[config.mk]
export PLATFORM = sky130hd
export DESIGN_NAME = mhpq_ctrl
export DESIGN_NICKNAME = d
export VERILOG_FILES = /design/src/sv/mhpq_pkg.sv /design/src/sv/mhpq_ctrl.sv
export VERILOG_INCLUDE_DIRS = /design/src /design/src/sv
export SDC_FILE = /design/constraint.sdc
export NUM_CORES = 1
export LEC_CHECK = 0
export ABC_AREA = 1
export BUFFER_PORTS_ARGS = -buffer_cell sky130_fd_sc_hd__buf_2
export CAP_MARGIN = 40
export CORE_AREA = 4 4 221 223
export CTS_CLUSTER_SIZE = 40
export DETAILED_ROUTE_END_ITERATION = 8
export DIE_AREA = 0 0 225 227
export GPL_TIMING_DRIVEN = 0
export PLACE_DENSITY = 0.55
export SYNTH_ARGS = -nofsm -noshare
export SYNTH_HDL_FRONTEND = slang
export SYNTH_SLANG_ARGS = --single-unit
export TNS_END_PERCENT = 5
[constraint.sdc]
create_clock -name clk_i -period 15.3 [get_ports clk_i]
set_input_delay 3.06 -clock clk_i [delete_from_list [all_inputs] [get_ports clk_i]]
set_output_delay 3.06 -clock clk_i [all_outputs]
set_load 0.03 [all_outputs]
[src/sv/min_heap_priority_queue_unit_defines.svh]
// ----------------------------------------------------------------------------
// Min-heap priority queue assertion macros
// Shared concurrent assertion wrappers, clocked on clk_i, disabled in reset.
// ----------------------------------------------------------------------------
`ifndef MIN_HEAP_PRIORITY_QUEUE_UNIT_DEFINES_SVH
`define MIN_HEAP_PRIORITY_QUEUE_UNIT_DEFINES_SVH

// Property holds at every clock edge outside reset.
`define MHPQ_ASSERT(lbl, prop, msg) \
  lbl: assert property (@(posedge clk_i) disable iff (!rst_ni) (prop)) \
    else $error(msg);

// Condition never holds at a clock edge outside reset.
`define MHPQ_ASSERT_NEVER(lbl, cond, msg) \
  lbl: assert property (@(posedge clk_i) disable iff (!rst_ni) !(cond)) \
    else $error(msg);

`endif

[src/sv/mhpq_pkg.sv]
// ----------------------------------------------------------------------------
// Min-heap priority queue package
// Sizes, item types, status and operation codes, memory request bundle.
// ----------------------------------------------------------------------------
package mhpq_pkg;

  localparam int unsigned DEPTH = 256;
  localparam int unsigned IDX_W = $clog2(DEPTH);
  localparam int unsigned CNT_W = IDX_W + 1;
  localparam int unsigned KEY_W = 32;
  localparam int unsigned TAG_W = 32;
  localparam int unsigned ENTRY_W = KEY_W + TAG_W;

  localparam logic OP_INSERT = 1'b0;
  localparam logic OP_EXTRACT = 1'b1;

  typedef enum logic [1:0] {
    ST_DONE  = 2'd0,
    ST_EMPTY = 2'd1,
    ST_FULL  = 2'd2
  } mhpq_status_e;

  typedef struct packed {
    logic              operation;
    logic signed [KEY_W-1:0] priority_req;
    logic [TAG_W-1:0]  payload;
  } mhpq_in_t;

  typedef struct packed {
    logic [1:0]       status;
    logic [TAG_W-1:0] min_payload;
    logic [CNT_W-1:0] occupancy;
    logic             heap_empty;
  } mhpq_out_t;

  typedef struct packed {
    logic signed [KEY_W-1:0] key;
    logic [TAG_W-1:0]        tag;
  } mhpq_entry_t;

  typedef struct packed {
    logic             we;
    logic [IDX_W-1:0] waddr;
    mhpq_entry_t      wdata;
    logic [IDX_W-1:0] raddr_a;
    logic [IDX_W-1:0] raddr_b;
  } mhpq_mem_req_t;

endpackage

[src/sv/mhpq_ctrl.sv]
// ----------------------------------------------------------------------------
// Min-heap priority queue sequencer
// Walks sift-up and sift-down one heap level per cycle against the entry RAM.
// ----------------------------------------------------------------------------
`include "min_heap_priority_queue_unit_defines.svh"

module mhpq_ctrl (
  input  logic                  clk_i,
  input  logic                  rst_ni,
  input  logic                  in_valid_i,
  output logic                  in_ready_o,
  input  mhpq_pkg::mhpq_in_t    in_data_i,
  output logic                  res_valid_o,
  input  logic                  res_ready_i,
  output mhpq_pkg::mhpq_out_t   res_o,
  output mhpq_pkg::mhpq_mem_req_t mem_o,
  input  mhpq_pkg::mhpq_entry_t rdata_a_i,
  input  mhpq_pkg::mhpq_entry_t rdata_b_i
);
  import mhpq_pkg::*;

  localparam logic [2:0] S_IDLE    = 3'd0;
  localparam logic [2:0] S_UP_CMP  = 3'd1;
  localparam logic [2:0] S_DN_LOAD = 3'd2;
  localparam logic [2:0] S_DN_CMP  = 3'd3;
  localparam logic [2:0] S_PLACE   = 3'd4;
  localparam logic [2:0] S_FINISH  = 3'd5;

  logic [2:0]       state_q, state_d;
  logic [CNT_W-1:0] cnt_q, cnt_d;
  logic [IDX_W-1:0] hole_q, hole_d;
  mhpq_entry_t      x_q, x_d;
  mhpq_status_e     status_q, status_d;
  logic [TAG_W-1:0] res_tag_q, res_tag_d;

  logic             in_fire;
  logic [IDX_W-1:0] parent_idx;
  logic [IDX_W:0]   c_cur, r_cur, nxt_c, nxt_r;
  logic             right_ok, pick_b;
  mhpq_entry_t      pick;
  logic [IDX_W-1:0] cidx;

  assign in_fire = in_valid_i && in_ready_o;

  always_comb begin
    parent_idx = (hole_q - IDX_W'(1)) >> 1;
    c_cur      = {hole_q, 1'b1};
    r_cur      = c_cur + (IDX_W+1)'(1);
    right_ok   = r_cur < cnt_q;
    pick_b     = right_ok && ($signed(rdata_b_i.key) < $signed(rdata_a_i.key));
    pick       = pick_b ? rdata_b_i : rdata_a_i;
    cidx       = pick_b ? r_cur[IDX_W-1:0] : c_cur[IDX_W-1:0];
    nxt_c      = {cidx, 1'b1};
    nxt_r      = nxt_c + (IDX_W+1)'(1);
  end

  always_comb begin
    state_d   = state_q;
    cnt_d     = cnt_q;
    hole_d    = hole_q;
    x_d       = x_q;
    status_d  = status_q;
    res_tag_d = res_tag_q;
    in_ready_o  = 1'b0;
    res_valid_o = 1'b0;
    mem_o.we      = 1'b0;
    mem_o.waddr   = hole_q;
    mem_o.wdata   = x_q;
    mem_o.raddr_a = '0;
    mem_o.raddr_b = '0;

    case (state_q)
      S_IDLE: begin
        in_ready_o = 1'b1;
        if (in_valid_i) begin
          x_d.key   = in_data_i.priority_req;
          x_d.tag   = in_data_i.payload;
          res_tag_d = '0;
          status_d  = ST_DONE;
          if (in_data_i.operation == OP_INSERT) begin
            if (cnt_q == CNT_W'(DEPTH)) begin
              status_d = ST_FULL;
              state_d  = S_FINISH;
            end else begin
              cnt_d  = cnt_q + CNT_W'(1);
              hole_d = cnt_q[IDX_W-1:0];
              if (cnt_q == '0) begin
                mem_o.we    = 1'b1;
                mem_o.waddr = '0;
                mem_o.wdata = x_d;
                state_d     = S_FINISH;
              end else begin
                mem_o.raddr_a = (cnt_q[IDX_W-1:0] - IDX_W'(1)) >> 1;
                state_d       = S_UP_CMP;
              end
            end
          end else begin
            if (cnt_q == '0) begin
              status_d = ST_EMPTY;
              state_d  = S_FINISH;
            end else begin
              // fetch root and last entry together
              cnt_d         = cnt_q - CNT_W'(1);
              mem_o.raddr_a = '0;
              mem_o.raddr_b = cnt_d[IDX_W-1:0];
              state_d       = S_DN_LOAD;
            end
          end
        end
      end

      S_UP_CMP: begin
        mem_o.we = 1'b1;
        if ($signed(x_q.key) < $signed(rdata_a_i.key)) begin
          // move parent down into the hole
          mem_o.wdata = rdata_a_i;
          hole_d      = parent_idx;
          if (parent_idx == '0) begin
            state_d = S_PLACE;
          end else begin
            mem_o.raddr_a = (parent_idx - IDX_W'(1)) >> 1;
          end
        end else begin
          state_d = S_FINISH;
        end
      end

      S_DN_LOAD: begin
        res_tag_d = rdata_a_i.tag;
        x_d       = rdata_b_i;
        hole_d    = '0;
        if (cnt_q == '0) begin
          state_d = S_FINISH;
        end else if (cnt_q == CNT_W'(1)) begin
          mem_o.we    = 1'b1;
          mem_o.waddr = '0;
          mem_o.wdata = rdata_b_i;
          state_d     = S_FINISH;
        end else begin
          mem_o.raddr_a = IDX_W'(1);
          mem_o.raddr_b = IDX_W'(2);
          state_d       = S_DN_CMP;
        end
      end

      S_DN_CMP: begin
        mem_o.we = 1'b1;
        if ($signed(x_q.key) < $signed(pick.key)) begin
          state_d = S_FINISH;
        end else begin
          // pull the chosen child up into the hole
          mem_o.wdata = pick;
          hole_d      = cidx;
          if (nxt_c >= cnt_q) begin
            state_d = S_PLACE;
          end else begin
            mem_o.raddr_a = nxt_c[IDX_W-1:0];
            mem_o.raddr_b = nxt_r[IDX_W-1:0];
          end
        end
      end

      S_PLACE: begin
        mem_o.we = 1'b1;
        state_d  = S_FINISH;
      end

      S_FINISH: begin
        res_valid_o = 1'b1;
        if (res_ready_i) begin
          state_d = S_IDLE;
        end
      end

      default: begin
        state_d = S_IDLE;
      end
    endcase
  end

  assign res_o.status      = status_q;
  assign res_o.min_payload = res_tag_q;
  assign res_o.occupancy   = cnt_q;
  assign res_o.heap_empty  = (cnt_q == '0);

  always_ff @(posedge clk_i or negedge rst_ni) begin
    if (!rst_ni) begin
      state_q <= S_IDLE;
      cnt_q   <= '0;
    end else begin
      state_q <= state_d;
      cnt_q   <= cnt_d;
    end
  end

  always_ff @(posedge clk_i) begin
    hole_q    <= hole_d;
    x_q       <= x_d;
    status_q  <= status_d;
    res_tag_q <= res_tag_d;
  end

  `MHPQ_ASSERT(a_cnt_bound, cnt_q <= CNT_W'(DEPTH), "entry count above depth")
  `MHPQ_ASSERT(a_cnt_only_on_accept, !in_fire |=> $stable(cnt_q), "count moved without an item")
  `MHPQ_ASSERT(a_empty_extract, (in_fire && in_data_i.operation == OP_EXTRACT && cnt_q == '0) |=> (state_q == S_FINISH && status_q == ST_EMPTY), "empty extract not reported")
  `MHPQ_ASSERT_NEVER(a_no_write_in_finish, state_q == S_FINISH && mem_o.we, "write while result pending")
  `MHPQ_ASSERT_NEVER(a_rw_overlap, mem_o.we && (state_q == S_UP_CMP || state_q == S_DN_CMP) && state_d == state_q && (mem_o.waddr == mem_o.raddr_a), "read and write hit the same entry")

endmodule

After elaboration in Yosys (flattened, before gate mapping)
Index checks and enable logic that the tools add are counted.
{"block": "word_totals", "register_bits": 118, "inputBits": 197, "output_inout_bits": 135, "word_cells": 100}
{"block": "classes", "n_addsub": 7, "n_lt_le_gt_ge": 5, "n_eq_ne": 17, "n_mux": 52, "reduce_logical": 12}
{"operator": "case mux 72 bit (4 select lines)", "n": 1}
{"operator": "2-to-1 mux 73 bit", "n": 3}
{"operator": "2-to-1 mux 89 bit", "n": 2}
{"operator": "2-to-1 mux 64 bit", "n": 2}
{"operator": "case mux 64 bit (2 select lines)", "n": 1}
{"operator": "less-than comparator 32 bit", "n": 3}
{"operator": "2-to-1 mux 81 bit", "n": 1}
{"operator": "2-to-1 mux 80 bit", "n": 1}
{"operator": "2-to-1 mux 72 bit", "n": 1}
{"operator": "2-to-1 mux 8 bit", "n": 9}
{"operator": "case mux 32 bit (2 select lines)", "n": 1}
{"operator": "2-to-1 mux 3 bit", "n": 12}
{"operator": "2-to-1 mux 9 bit", "n": 4}
{"operator": "2-to-1 mux 32 bit", "n": 1}
{"operator": "case mux 8 bit (4 select lines)", "n": 1}
{"operator": "case mux 8 bit (3 select lines)", "n": 1}
{"operator": "adder 9 x 1 -> 9 bit, second input constant", "n": 2}
{"operator": "case mux 3 bit (6 select lines)", "n": 1}
{"operator": "2-to-1 mux 16 bit", "n": 1}
{"operator": "inequality test 2 bit, second input constant", "n": 8}
{"operator": "case mux 8 bit (2 select lines)", "n": 1}
{"operator": "subtractor 8 x 1 -> 8 bit, second input constant", "n": 2}
{"operator": "2-to-1 mux 7 bit", "n": 2}
{"operator": "== test 9 x 1 -> 1 bit, second input constant", "n": 1}
{"operator": "other kinds (23)", "n": 31}

Longest topological paths before layout
{"block": "logic_depth", "depth_word": 8, "mapped_depth": 37, "depth_no_buf": 33}

Least setup slack after synthesis
No wires, ideal clock.
{"block": "synth_timing", "path_kind": "input -> output", "from": "input port rdata_a_i[53] in the netlist's numbering", "to": "output port mem_o[2] in the netlist's numbering", "arrival_time_ns": 7.280, "t_required_ns": 12.240, "path_slack_ns": 4.960, "stages": 28, "path_buffers": 4, "path_cell_list": "inv_1 > ha_1 > a21oi_1 > nor2_1 > nor2_1 > nand3_1 > a21oi_1 > nand3_1 > nand3_2 > buf_2 > clkbuf_1 > clkbuf_1 > ha_1 > inv_1 > ha_1 > a21boi_0 > o21a_1 > o21a_1 > o21a_1 > o21a_1 > o21ai_0 > nand2_1 > nand2_1 > inv_1 > nor2_1 > nand3_1 > buf_4 > o22ai_1"}
{"element": "start: declaration", "line_no": "mhpq_ctrl.sv:17", "source": "input mhpq_pkg::mhpq_entry_t rdata_a_i,"}
{"element": "end: declaration", "line_no": "mhpq_ctrl.sv:16", "source": "output mhpq_pkg::mhpq_mem_req_t mem_o,"}

==> results.cfg <==
[critical_path]
start_kind = input pin
cp-end-kind = primary output
crit_required_ns = 12.24
critPathKind = input pin to primary output
cpMostUsedCell = nand2_1
slowest_delay_ns = 0.73
crit_path_max_fanout = 10
critPathArrivalTime_ns = 9.23
critPathSlowestCell = clkbuf_1

[floorplan]
start_util = 0.300
die_area_um2 = 51100
die_h_um = 227
ios = 332
rows = 79
chipWidth_um = 225
core_area_um2 = 46600

[global_routing]
grt_antenna_before_repair = 10
grt_max_degree = 71
grt_util_all_layers = 0.255
grt_pass1_vias = 14800
grt_pass1_wl_mm = 96.3
overflow = 0

[placement]
dp_hpwl_mm = 53.3
io_buffers = 331
gp_congestion = 0.948

[sta]
fmax_ghz = 0.0814
fin_skew_ns = 0.00946
hold_viol = 0
drv_slew = 0
rsz0062_at_grt = false
period_needed_ns = 12.29
worst_pin_slew_ns = 0.958
max-slew-margin-rel = 0.361
finalCritPeriodShare = 0.803
finalSetupViolations = 0
setup_tns_ns = 0
hold_ws_ns = 0.570

[routing]
num_vias = 15600
first_pass_iters = 5
first_iter_violations = 1482
wl_per_cell_um = 23.8
routed_wl_mm = 68.2
ant_nets = 0
route.detailed.drc = 0
vias_per_cell = 5.46

[clock_tree]
clk_pin_slew_worst_paths_ns = 0.06
cts_resized = 0
htree_levels = 4
numClockSinks = 118
cts-root-buf = clkbuf_16
cts_tree = yes
clockBufferDepth = 2
post-cts-setup-buffers = 0
ctsHoldBuffers = 0
cts-buffers-inserted = 17
clk-insertion-delay-late_ns = 0.49

[yosys]
syn_inst = 1877
synth.net_count = 2191
ys.flop_type = edfxtp_1
ys_ff_latch = 118
synth_area_per_cell_um2 = 7.45
synth.top_cell.area_share = 0.228
synth_area_um2 = 14000
yosys_warnings = 0
ys_top_cells_by_count = nand2_1, inv_1, nand3_2
synth.area.top_cells = edfxtp_1, nand3_2, ha_1
synthArstFlopShare = 0.102
ys_seq_area_frac = 0.249
post-synth-top-area-cell = edfxtp_1
ys_types = 46
synth_most_common_cell = nand2_1
synth_edf_count = 106

[layout]
drive_above_1_share = 0.305
nets = 2553
fillCellCount = 4965
area_growth_pct = 22.9

[power_and_ir_drop]
power_density_nw_per_um2 = 268
vdd.ir_drop.worst_mv = 0.110
leakagePower_nw = 7.99

[outcome]
status = finished, final reports clean

[run]
drv_cap = 0

[min_path]
hold_class = register to register
==> per-layer routing <==
| layer | up-vias | part of all wire | global-route usage |
|---|---|---|---|
| li1 | 7217 | - | - |
| met1 | 7444 | 0.42 | 0.339 |
| met2 | 834 | 0.45 | 0.401 |
| met3 | 131 | 0.094 | 0.0544 |
| met4 | 8 | 0.037 | 0.112 |
| met5 | - | 0.00072 | 0 |
==> placed cells by master, fill, tap and decap left out, types with 2 or more instances in the layout <==
cell / count
clkbuf_16: 17
nor3_1: 16
nor2_4: 2
a221oi_1: 50
o31ai_1: 3
nand3_2: 182
nand4_1: 16
buf_8: 10
o22ai_1: 12
or2_2: 4
a211oi_1: 4
dfrtp_1: 12
edfxtp_1: 106
diode_2: 7
buf_1: 10
nand3_1: 40
clkinv_1: 5
nand2_1: 386
clkbuf_1: 61
bufinv_16: 4
clkinv_2: 4
o21bai_2: 4
a21oi_2: 64
nand2_2: 5
a21oi_1: 126
xor2_1: 27
buf_6: 27
o221ai_1: 8
a22oi_1: 3
inv_2: 10
xnor2_1: 5
o21ai_1: 2
nor2_1: 169
a31oi_1: 4
o211ai_1: 8
inv_1: 196
o21ai_0: 165
o21a_1: 8
ha_1: 117
buf_2: 346
==> worst max-delay path, delay by kind of cell <==
kind,cells,cell delay (ns)
adder cells (fa/ha/maj),3,0.96
AO/OA/AOI/OAI,7,1.08
buffers and inverters,9,2.39
AND/OR/NAND/NOR,15,1.71
==> power by group <==
group	switching (mW)	total, mW	leakage (nW)	internal [mW]
logic	2.47	3.54	6.55	1.06
clock network	0.175	0.442	0.289	0.267
registers	0.111	0.625	1.15	0.515
total	2.76	4.60	7.99	1.84
==> logic make-up after synthesis <==
logic type / after synthesis / share of synthesized area
adders and majority gates: 117 / 0.105
DFF: 118 / 0.249
AOI/OAI and AO/OA: 466 / 0.209
buffers and inverters: 320 / 0.103
and+or+nand+nor: 824 / 0.314
xor gates and xnor gates: 32 / 0.0201
==> sequential cells by signal (all words and copies together) (netlist names) <==
name and cells:
cnt_q 9, hole_q 8, res_tag_q 32, state_q 3, status_q 2, x_q 64
==> path summary, 6_finish.rpt <==
check	endpoint	slack, ns	start	depth (start not counted)
max in group asynchronous	cnt_q[0]	12.60	rst_ni	1
hold / removal	state_q[0]	0.57	state_q[0]	2
setup reg to reg	state_q[2]	8.79	hole_q[2]	31
setup / recovery	mem_o[3]	3.01	rdata_a_i[33]	34
hold reg to reg	state_q[0]	0.57	state_q[0]	2
min in group asynchronous	state_q[2]	2.46	rst_ni	1
==> metrics by stage <==
| stage | setup WS (ns) | power (mW) | utilization | instances | cell area (µm²) |
|---|---|---|---|---|---|
| 3_5_place_dp | 3.18 | 4.11 | 0.356 | 2827 | 16600 |
| 5_1_grt | 2.72 | 4.86 | 0.369 | 2862 | 17200 |
| 6_report | 3.01 | 4.60 | 0.369 | 2865 | 17200 |
| 3_3_place_gp | 3.20 | 4.07 | 0.352 | 2815 | 16400 |
| 2_1_floorplan | 4.96 | 2.99 | - | 1877 | 14000 |
| 4_1_cts | 3.16 | 4.57 | 0.369 | 2858 | 17200 |
==> cell type report <==
type	count	area [µm²]	area share
Multi-Input combinational cell	1439	9060	0.527
Buffer	112	653	0.0380
Clock inverter	13	163	0.00947
Timing Repair Buffer	343	1830	0.107
Tap cell	607	759	0.0442
Inverter	208	786	0.0457
Sequential cell	118	3480	0.203
Antenna cell	7	17.5	0.00102
Clock buffer	18	429	0.0250
Note: power is estimated with default switching activity, not from simulation.
